<file path="config.mk">
export PLATFORM = sky130hd
export DESIGN_NAME = multi_client_heartbeat_watchdog_core
export DESIGN_NICKNAME = d
export VERILOG_FILES = /design/src/hbw_pkg.sv /design/src/hbw_ram.sv /design/src/hbw_ctrl.sv /design/src/multi_client_heartbeat_watchdog_core.sv
export SDC_FILE = /design/constraint.sdc
export NUM_CORES = 2
export LEC_CHECK = 0
export BUFFER_PORTS_ARGS = -buffer_cell sky130_fd_sc_hd__buf_2
export CAP_MARGIN = 10
export CORE_ASPECT_RATIO = 1.25
export CORE_MARGIN = 2
export CORE_UTILIZATION = 45
export DETAILED_ROUTE_END_ITERATION = 7
export MAX_ROUTING_LAYER = met4
export SLEW_MARGIN = 10
export SYNTH_ARGS = -nofsm -noshare
export SYNTH_HDL_FRONTEND = slang
export SYNTH_SLANG_ARGS = --single-unit
</file>
<file path="constraint.sdc">
create_clock -name clock -period 14.8 [get_ports clock]
set_clock_uncertainty 0.2 [all_clocks]
set_input_delay 1.48 -clock clock [delete_from_list [all_inputs] [get_ports clock]]
set_output_delay 1.48 -clock clock [all_outputs]
set_load 0.1 [all_outputs]
</file>
<file path="src/hbw_pkg.sv">
// Shared types and constants for the heartbeat watchdog table.
`timescale 1ns / 1ps

package hbw_pkg;

   localparam int ID_W      = 22;
   localparam int PER_W     = 16;
   localparam int TIME_W    = 32;
   localparam int FACTOR_W  = 4;
   localparam int LIMIT_W   = 8;
   localparam int TOTAL_W   = 8;
   localparam int STATUS_W  = 3;
   localparam int COUNT_W   = 5;
   localparam int CSR_IDX_W = 1;
   localparam int CSR_DAT_W = 8;

   localparam logic [CSR_IDX_W-1:0] CSR_TIMEOUT_FACTOR = 1'd0;
   localparam logic [CSR_IDX_W-1:0] CSR_REBOOT_LIMIT   = 1'd1;

   localparam logic [FACTOR_W-1:0] FACTOR_RESET = 4'd2;
   localparam logic [LIMIT_W-1:0]  LIMIT_RESET  = 8'd3;
   localparam logic [TOTAL_W-1:0]  TOTAL_MAX    = 8'hFF;

   typedef enum logic [STATUS_W-1:0] {
      ST_REFRESHED  = 3'd0,
      ST_REGISTERED = 3'd1,
      ST_DROPPED    = 3'd2,
      ST_TICK_OK    = 3'd3,
      ST_TIMEOUT    = 3'd4
   } status_type;

   typedef struct packed {
      logic [ID_W-1:0]   id;
      logic [PER_W-1:0]  period;
      logic [TIME_W-1:0] last_seen;
   } entry_type;

   typedef struct packed {
      logic [FACTOR_W-1:0] timeout_factor;
      logic [LIMIT_W-1:0]  reboot_limit;
   } cfg_type;

   typedef struct packed {
      logic                valid;
      status_type          status;
      logic [ID_W-1:0]     expired_id;
      logic [TOTAL_W-1:0]  timeout_total;
      logic                reboot_request;
      logic [COUNT_W-1:0]  client_count;
   } result_type;

endpackage

</file>
<file path="src/hbw_ram.sv">
// Generic single-write, single-read RAM with registered read data.
`timescale 1ns / 1ps

module hbw_ram #(
   parameter int WIDTH = 70,
   parameter int DEPTH = 16
) (
   input  logic                                        clock,
   input  logic                                        wr_en,
   input  logic [((DEPTH > 1) ? $clog2(DEPTH) : 1)-1:0] wr_addr,
   input  logic [WIDTH-1:0]                            wr_data,
   input  logic                                        rd_en,
   input  logic [((DEPTH > 1) ? $clog2(DEPTH) : 1)-1:0] rd_addr,
   output logic [WIDTH-1:0]                            rd_data
);

   logic [WIDTH-1:0] mem [DEPTH];

   always_ff @(posedge clock) begin
      if (wr_en) begin
         mem[wr_addr] <= wr_data;
      end
      if (rd_en) begin
         rd_data <= mem[rd_addr];
      end
   end

endmodule

</file>
<file path="src/hbw_ctrl.sv">
// Scan sequencer: walks the client table in RAM for heartbeats and ticks.
`timescale 1ns / 1ps

module hbw_ctrl #(
   parameter int MAX_CLIENTS = 16
) (
   input  logic                       clock,
   input  logic                       reset,
   input  logic                       accept,
   input  logic                       req_action,
   input  logic [hbw_pkg::ID_W-1:0]   req_client_id,
   input  logic [hbw_pkg::PER_W-1:0]  req_period,
   input  hbw_pkg::cfg_type           cfg,
   output logic                       busy,
   output hbw_pkg::result_type        result
);

   localparam int IDX_W = (MAX_CLIENTS > 1) ? $clog2(MAX_CLIENTS) : 1;
   localparam int CNT_W = $clog2(MAX_CLIENTS + 1);
   localparam logic [CNT_W-1:0] MAX_COUNT = CNT_W'(MAX_CLIENTS);
   localparam int PROD_W = hbw_pkg::FACTOR_W + hbw_pkg::PER_W;

   typedef enum logic [1:0] {
      S_IDLE = 2'b01,
      S_SCAN = 2'b10
   } state_type;

   state_type                     state_ff, state_in;
   logic                          action_ff, action_in;
   logic [hbw_pkg::ID_W-1:0]      id_ff, id_in;
   logic [hbw_pkg::PER_W-1:0]     period_ff, period_in;
   logic [hbw_pkg::TIME_W-1:0]    time_ff, time_in;
   logic [CNT_W-1:0]              count_ff, count_in;
   logic [hbw_pkg::TOTAL_W-1:0]   total_ff, total_in;
   logic [CNT_W-1:0]              issue_ff, issue_in;
   logic                          rd_valid_ff, rd_valid_in;
   logic [IDX_W-1:0]              rd_idx_ff, rd_idx_in;

   hbw_pkg::entry_type            rd_entry;
   hbw_pkg::entry_type            wr_entry;
   logic                          wr_en;
   logic [IDX_W-1:0]              wr_addr;
   logic                          rd_en;
   logic [hbw_pkg::TIME_W-1:0]    age;
   logic [PROD_W-1:0]             limit;
   logic                          expired;
   logic                          match;
   logic                          scan_end;
   logic                          done;
   logic [hbw_pkg::TOTAL_W-1:0]   total_inc;
   logic [CNT_W+4:0]              count_ext;

   hbw_ram #(
      .WIDTH ($bits(hbw_pkg::entry_type)),
      .DEPTH (MAX_CLIENTS)
   ) u_table (
      .clock   (clock),
      .wr_en   (wr_en),
      .wr_addr (wr_addr),
      .wr_data (wr_entry),
      .rd_en   (rd_en),
      .rd_addr (issue_ff[IDX_W-1:0]),
      .rd_data (rd_entry)
   );

   assign age      = time_ff - rd_entry.last_seen;
   assign limit    = PROD_W'(cfg.timeout_factor) * PROD_W'(rd_entry.period);
   assign expired  = age > hbw_pkg::TIME_W'(limit);
   assign match    = rd_valid_ff && (action_ff ? expired : (rd_entry.id == id_ff));
   assign scan_end = (issue_ff == count_ff) && !rd_valid_ff;
   assign done     = (state_ff == S_SCAN) && (match || scan_end);
   assign rd_en    = (state_ff == S_SCAN) && !match && (issue_ff != count_ff);
   assign busy     = (state_ff != S_IDLE);
   assign total_inc = (total_ff == hbw_pkg::TOTAL_MAX) ? total_ff
                                                       : total_ff + hbw_pkg::TOTAL_W'(1);
   assign wr_entry = '{id: id_ff, period: period_ff, last_seen: time_ff};

   always_comb begin
      state_in    = state_ff;
      action_in   = action_ff;
      id_in       = id_ff;
      period_in   = period_ff;
      time_in     = time_ff;
      count_in    = count_ff;
      total_in    = total_ff;
      issue_in    = issue_ff;
      rd_valid_in = 1'b0;
      rd_idx_in   = rd_idx_ff;
      wr_en       = 1'b0;
      wr_addr     = rd_idx_ff;

      result.valid          = done;
      result.status         = hbw_pkg::ST_TICK_OK;
      result.expired_id     = '0;
      result.reboot_request = 1'b0;

      unique case (state_ff)
         S_IDLE: begin
            if (accept) begin
               action_in = req_action;
               id_in     = req_client_id;
               period_in = req_period;
               issue_in  = '0;
               state_in  = S_SCAN;
               if (req_action) begin
                  time_in = time_ff + hbw_pkg::TIME_W'(1);
               end
            end
         end
         S_SCAN: begin
            rd_valid_in = rd_en;
            rd_idx_in   = issue_ff[IDX_W-1:0];
            if (rd_en) begin
               issue_in = issue_ff + CNT_W'(1);
            end
            if (done) begin
               state_in = S_IDLE;
               if (action_ff) begin
                  if (match) begin
                     count_in              = '0;
                     total_in              = total_inc;
                     result.status         = hbw_pkg::ST_TIMEOUT;
                     result.expired_id     = rd_entry.id;
                     result.reboot_request = (total_inc >= cfg.reboot_limit);
                  end
               end else if (match) begin
                  wr_en         = 1'b1;
                  result.status = hbw_pkg::ST_REFRESHED;
               end else if (count_ff < MAX_COUNT) begin
                  wr_en         = 1'b1;
                  wr_addr       = count_ff[IDX_W-1:0];
                  count_in      = count_ff + CNT_W'(1);
                  result.status = hbw_pkg::ST_REGISTERED;
               end else begin
                  result.status = hbw_pkg::ST_DROPPED;
               end
            end
         end
         default: begin
            state_in = S_IDLE;
         end
      endcase

      count_ext            = {5'b0, count_in};
      result.client_count  = count_ext[hbw_pkg::COUNT_W-1:0];
      result.timeout_total = total_in;
   end

   always_ff @(posedge clock) begin
      if (reset) begin
         state_ff    <= S_IDLE;
         time_ff     <= '0;
         count_ff    <= '0;
         total_ff    <= '0;
         rd_valid_ff <= 1'b0;
      end else begin
         state_ff    <= state_in;
         time_ff     <= time_in;
         count_ff    <= count_in;
         total_ff    <= total_in;
         rd_valid_ff <= rd_valid_in;
      end
      action_ff <= action_in;
      id_ff     <= id_in;
      period_ff <= period_in;
      issue_ff  <= issue_in;
      rd_idx_ff <= rd_idx_in;
   end

`ifndef SYNTHESIS
   a_rd_in_scan: assert property (@(posedge clock) disable iff (reset)
      rd_valid_ff |-> state_ff == S_SCAN)
      else $error("table read in flight outside a scan");

   a_count_bound: assert property (@(posedge clock) disable iff (reset)
      count_ff <= MAX_COUNT)
      else $error("client count above table depth");

   a_write_on_done: assert property (@(posedge clock) disable iff (reset)
      wr_en |-> done && !action_ff)
      else $error("table write outside heartbeat completion");

   a_timeout_clears: assert property (@(posedge clock) disable iff (reset)
      (result.valid && result.status == hbw_pkg::ST_TIMEOUT) |=> count_ff == '0)
      else $error("table not emptied after timeout");
`endif

endmodule

</file>
<file path="src/multi_client_heartbeat_watchdog_core.sv">
// Top level of the multi-client heartbeat watchdog: CSRs, scan core, result register.
`timescale 1ns / 1ps

// Usage:
//  Request: drive req_action (0 heartbeat, 1 tick), req_client_id and req_period
//  with start high; the beat is taken at a clock edge where busy is low.
//  Config: csr_write_enable, csr_index, csr_data; index 0 is the timeout factor,
//  index 1 the reboot limit. Write only while the block is idle.
//  Response: one beat per request on rsp_* marked by rsp_strobe for one cycle.
//  There is no backpressure; the receiver must take the beat when shown.
//  Timing: each request scans the client table in RAM one entry per cycle.
//  With n entries in use the strobe follows a scan of all n of them; it comes
//  sooner when a heartbeat matches or a tick finds an expired client, as the
//  scan stops at the first hit. The table read pipeline sets the pace.
//  busy drops in the cycle the strobe is shown, so the next request can be
//  accepted at the edge that ends it.
//  Reset (synchronous, active high) empties the table, zeroes time and the
//  timeout total, and restores the CSR defaults (factor 2, limit 3). Table RAM
//  contents are not cleared; only entries below the client count are read.
module multi_client_heartbeat_watchdog_core #(
   parameter int MAX_CLIENTS = 16
) (
   input  logic                           clock,
   input  logic                           reset,
   input  logic                           start,
   output logic                           busy,
   input  logic                           req_action,
   input  logic [hbw_pkg::ID_W-1:0]       req_client_id,
   input  logic [hbw_pkg::PER_W-1:0]      req_period,
   output logic                           rsp_strobe,
   output logic [hbw_pkg::STATUS_W-1:0]   rsp_status,
   output logic [hbw_pkg::ID_W-1:0]       rsp_expired_id,
   output logic [hbw_pkg::TOTAL_W-1:0]    rsp_timeout_total,
   output logic                           rsp_reboot_request,
   output logic [hbw_pkg::COUNT_W-1:0]    rsp_client_count,
   input  logic                           csr_write_enable,
   input  logic [hbw_pkg::CSR_IDX_W-1:0]  csr_index,
   input  logic [hbw_pkg::CSR_DAT_W-1:0]  csr_data
);

   hbw_pkg::cfg_type                  cfg_ff;
   hbw_pkg::result_type               result;
   logic                              accept;
   logic                              strobe_ff;
   logic [hbw_pkg::STATUS_W-1:0]      status_ff;
   logic [hbw_pkg::ID_W-1:0]          expired_ff;
   logic [hbw_pkg::TOTAL_W-1:0]       total_ff;
   logic                              reboot_ff;
   logic [hbw_pkg::COUNT_W-1:0]       count_ff;

   assign accept = start && !busy;

   always_ff @(posedge clock) begin
      if (reset) begin
         cfg_ff.timeout_factor <= hbw_pkg::FACTOR_RESET;
         cfg_ff.reboot_limit   <= hbw_pkg::LIMIT_RESET;
      end else if (csr_write_enable) begin
         unique case (csr_index)
            hbw_pkg::CSR_TIMEOUT_FACTOR: begin
               cfg_ff.timeout_factor <= csr_data[hbw_pkg::FACTOR_W-1:0];
            end
            hbw_pkg::CSR_REBOOT_LIMIT: begin
               cfg_ff.reboot_limit <= csr_data[hbw_pkg::LIMIT_W-1:0];
            end
            default: begin
            end
         endcase
      end
   end

   hbw_ctrl #(
      .MAX_CLIENTS (MAX_CLIENTS)
   ) u_ctrl (
      .clock         (clock),
      .reset         (reset),
      .accept        (accept),
      .req_action    (req_action),
      .req_client_id (req_client_id),
      .req_period    (req_period),
      .cfg           (cfg_ff),
      .busy          (busy),
      .result        (result)
   );

   always_ff @(posedge clock) begin
      if (reset) begin
         strobe_ff <= 1'b0;
      end else begin
         strobe_ff <= result.valid;
      end
      if (result.valid) begin
         status_ff  <= result.status;
         expired_ff <= result.expired_id;
         total_ff   <= result.timeout_total;
         reboot_ff  <= result.reboot_request;
         count_ff   <= result.client_count;
      end
   end

   assign rsp_strobe         = strobe_ff;
   assign rsp_status         = status_ff;
   assign rsp_expired_id     = expired_ff;
   assign rsp_timeout_total  = total_ff;
   assign rsp_reboot_request = reboot_ff;
   assign rsp_client_count   = count_ff;

`ifndef SYNTHESIS
   a_no_strobe_busy: assert property (@(posedge clock) disable iff (reset)
      strobe_ff |-> !busy)
      else $error("response shown while a scan is still running");

   a_one_beat: assert property (@(posedge clock) disable iff (reset)
      strobe_ff |=> !strobe_ff)
      else $error("two response beats in a row");

   a_reboot_on_timeout: assert property (@(posedge clock) disable iff (reset)
      (strobe_ff && reboot_ff) |-> status_ff == hbw_pkg::ST_TIMEOUT)
      else $error("reboot request without timeout");
`endif

endmodule
</file>
==> flow_metrics.env <==
export IMPL_cp_slowest_cell="a22oi_2"
export IMPL_r2r_end="u_ctrl.u_table.mem[7][38]"
export IMPL_reg2reg_slack_ns=5.96
export IMPL_drive_above_1_share_pct=23.93
export IMPL_synth_warnings=0
export IMPL_power_switching_uw=1658
export IMPL_fmax_mhz=113.1
export IMPL_die_w_microns=315.2
export IMPL_synth_area_per_cell_sq_um=19.76
export IMPL_r2r_cells=28
export IMPL_synth_top_area_share_pct=70.39
export IMPL_cap_violations=0
export IMPL_whs_endpoint="cfg_ff[7]"
export IMPL_place_port_buffers=92
export IMPL_yosys_top_cells_area="edfxtp_1, mux4_2, dfxtp_1, ha_1, fa_1"
export IMPL_p_leak_uw=0.02018
export IMPL_die_height_microns=393.0
export IMPL_ant_nets=0
export IMPL_synth_most_common_cell="edfxtp_1"
export IMPL_vdd_drop_max_uv=111.7
export IMPL_first_global_vias=27850
export IMPL_post_cts_resize_count=0
export IMPL_worst_slew_margin_rel_pct=18.16
export IMPL_wl_per_cell_microns=26.90
export IMPL_synthXorXnorAreaFrac_pct=1.592
export IMPL_ys_seq_area_share_pct=72.63
export IMPL_regArea_sq_um=39570
export IMPL_path_clk_slew_ns=0.06
export IMPL_routabilityCongestion=0.8574
export IMPL_crit_buf_inv=3
export IMPL_hp_class="reg -> reg"
export IMPL_hold_viol=0
export IMPL_root_buffer="clkbuf_16"
export IMPL_internal_power_uw=6369
export IMPL_multi_input_area_sq_um=14140
export IMPL_synth_fa_ha_area_share_pct=3.064
export IMPL_clockBufferDepth=3
export IMPL_syn_to_final_growth_pct=12.76
export IMPL_firstDrtPassIters=5
export IMPL_crit_arrival_ns=9.00
export IMPL_core_area_sq_um=119900
export IMPL_ys_ff_latch=1338
export IMPL_synth_compound_area_share_pct=2.421
export IMPL_post_cts_buffers=0
export IMPL_crit_required_ns=14.96
export IMPL_syn_area_sq_um=54480
export IMPL_synth_top_cell_by_area="edfxtp_1"
export IMPL_grt_max_degree=106
export IMPL_netlist_instances=2757
export IMPL_wl_microns=124200
export IMPL_fin_util_pct=51.22
export IMPL_cp_start_kind="flip-flop"
export IMPL_seqPwrFrac_pct=52.3
export IMPL_muxShareOfSynthArea_pct=14.83
export IMPL_synth_flop_cell="edfxtp_1"
export IMPL_rsz0062_at_grt="false"
export IMPL_outcome="complete, no violations"
export IMPL_gr_total_overflow=0
export IMPL_cts_hold_buf=0
export IMPL_synth_common_cells="edfxtp_1, mux4_2, inv_1, ha_1, nand2_1"
export IMPL_fin_crit_sh_pct=59.72
export IMPL_io_pins=93
export IMPL_cts_tree="yes"
export IMPL_worstHoldPathCells=2
export IMPL_drc=0
export IMPL_synth_edf_count=1277
export IMPL_yosysUniqueCellTypes=63
export IMPL_crit_type="reg -> reg"
export IMPL_max_stage_delay_ns=0.99
export IMPL_dpl_hpwl_microns=72000
export IMPL_rows=142
export IMPL_clkPwrFrac_pct=42.4
export IMPL_timing_rr_start="cfg_ff[9]"
export IMPL_p_sw_share_pct=20.65
export IMPL_critPathMaxFanout=47
export IMPL_synth_top_family_by_area="multiplexers"
export IMPL_min_from="cfg_ff[7]"
export IMPL_power_density_nw_per_um2=130.7
export IMPL_fillCellCount=9465
export IMPL_yosys_area_share_simple_pct=3.842
export IMPL_vias_per_cell=5.820
export IMPL_fin_tns_setup_ns=0
export IMPL_tightest_slew_ns=1.228
export IMPL_die_area_sq_um=123900
export IMPL_htree_num_levels=4
export IMPL_syn_nets=2925
export IMPL_initial_utilization_pct=45.43
export IMPL_insertion_delay_ns=0.76
export IMPL_antenna_found_initial=3
export IMPL_cp_top_family="compound AO/OA/AOI/OAI gates"
export IMPL_fin_nets=3093
export IMPL_slew_viol_final=0
export IMPL_period_minus_slack_ns=8.839
export IMPL_grt_usage_pct=21.06
export IMPL_vias=26860
export IMPL_finalSetupViolCount=0
export IMPL_async_reset_ff_share_pct=0
export IMPL_cp_end_kind="flip-flop"
export IMPL_path_common_cell="a21oi_1"
export IMPL_grt_pass1_wl_microns=184400
export IMPL_clock_sinks=1338
export IMPL_drt_iter0_drc=2425
export IMPL_pwr_share_comb_pct=5.3
export IMPL_numCtsBuffers=133
-- cell usage in the layout, fill, tap and decap left out, types with 21 or more instances in the layout --
cell type,count
clkinv_1,22
a21oi_1,63
buf_2,92
nand4_1,22
and2_1,53
nor3_1,21
ha_1,87
dfxtp_1,61
nor2_1,80
xor2_1,42
clkbuf_16,138
mux4_2,350
xnor2_1,57
o21ai_0,40
nand2_1,84
inv_1,112
buf_4,52
and3_1,41
nand3_1,37
clkbuf_1,31
fa_1,29
edfxtp_1,1277
-- power groups by stage --
stage               Sequential [uW]  Clock, uW  Combinational [uW]
floorplan                      4260          0                 308
global placement               4270          0                 432
detailed placement             4280          0                 434
CTS                            4200       3480                 436
global route                   4200       3620                 461
finish                         4200       3400                 425
-- stage by stage --
step	power [uW]	cell area, sq um	worst slack [ns]	cells	hold slack, ns
after detailed placement	4712	57030	6.007	4374	0.2503
after CTS	8113	61430	5.900	4614	0.2591
after floorplan	4565	54480	2.231	2757	0.2244
after global placement	4706	57030	6.017	4374	0.2535
after global routing	8284	61430	5.315	4614	0.3007
final	8027	61430	5.961	4615	0.2574
-- logic make-up after synthesis --
group / after synthesis
buffers and inverters: 227
adder cells (fa/ha/maj): 116
multiplexers: 369
AND/OR/NAND/NOR: 407
flip-flops: 1338
AO/OA/AOI/OAI: 201
XOR/XNOR: 99
-- registers in the layout, summed over array words and instances (netlist names) --
name                    flops
rsp_status                  3
u_ctrl.action_ff            1
cfg_ff                     12
u_ctrl.time_ff             32
rsp_timeout_total           8
rsp_strobe                  1
u_ctrl.period_ff           16
u_ctrl.u_table.rd_data     70
u_ctrl.rd_idx_ff            4
u_ctrl.id_ff               22
rsp_reboot_request          1
u_ctrl.issue_ff             5
u_ctrl.u_table.mem       1120
rsp_expired_id             22
u_ctrl.state_ff             2
rsp_client_count            5
u_ctrl.count_ff             5
u_ctrl.rd_valid_ff          1
u_ctrl.total_ff             8
-- area by class of cell --
type                            instances  area share (%)
Tap cell                             1584           3.226
Multi-Input combinational cell       1192           23.02
Sequential cell                      1338           64.41
Clock inverter                         71           1.348
Inverter                              113          0.6905
Antenna cell                            1        0.004074
Clock buffer                          169           5.811
Timing Repair Buffer                  147           1.483
-- routing by layer --
metal	track usage, %	vias up	part of all wire [%]
li1	-	11490	-
met1	28.27	14370	43
met2	34.16	860	50
met3	3.625	141	5.5
met4	4.303	0	1.5
met5	-	-	0
-- worst max-delay path by stage --
stage	from	end	slack (ns)	cells after the start
finish	cfg_ff[9]	u_ctrl.u_table.mem[7][38]	5.96	28
global route	cfg_ff[9]	u_ctrl.u_table.rd_data[35]	5.32	29
CTS	cfg_ff[9]	u_ctrl.u_table.rd_data[10]	5.90	29
detailed placement	cfg_ff[9]	u_ctrl.u_table.mem[6][35]	6.01	28
global placement	cfg_ff[9]	u_ctrl.u_table.rd_data[49]	6.02	29
floorplan	cfg_ff[9]	u_ctrl.u_table.mem[4][0]	2.23	27
-- worst register-to-register path: cells and delay by family (launching register included) --
kind                     cells  cell delay, ns
AO/OA/AOI/OAI               14            3.57
adder cells (fa/ha/maj)      4            1.63
AND/OR/NAND/NOR              6            1.34
buffers and inverters        3            0.82
flip-flops                   1            0.66
XOR/XNOR                     1            0.13
(Power assumes the default switching activity.)
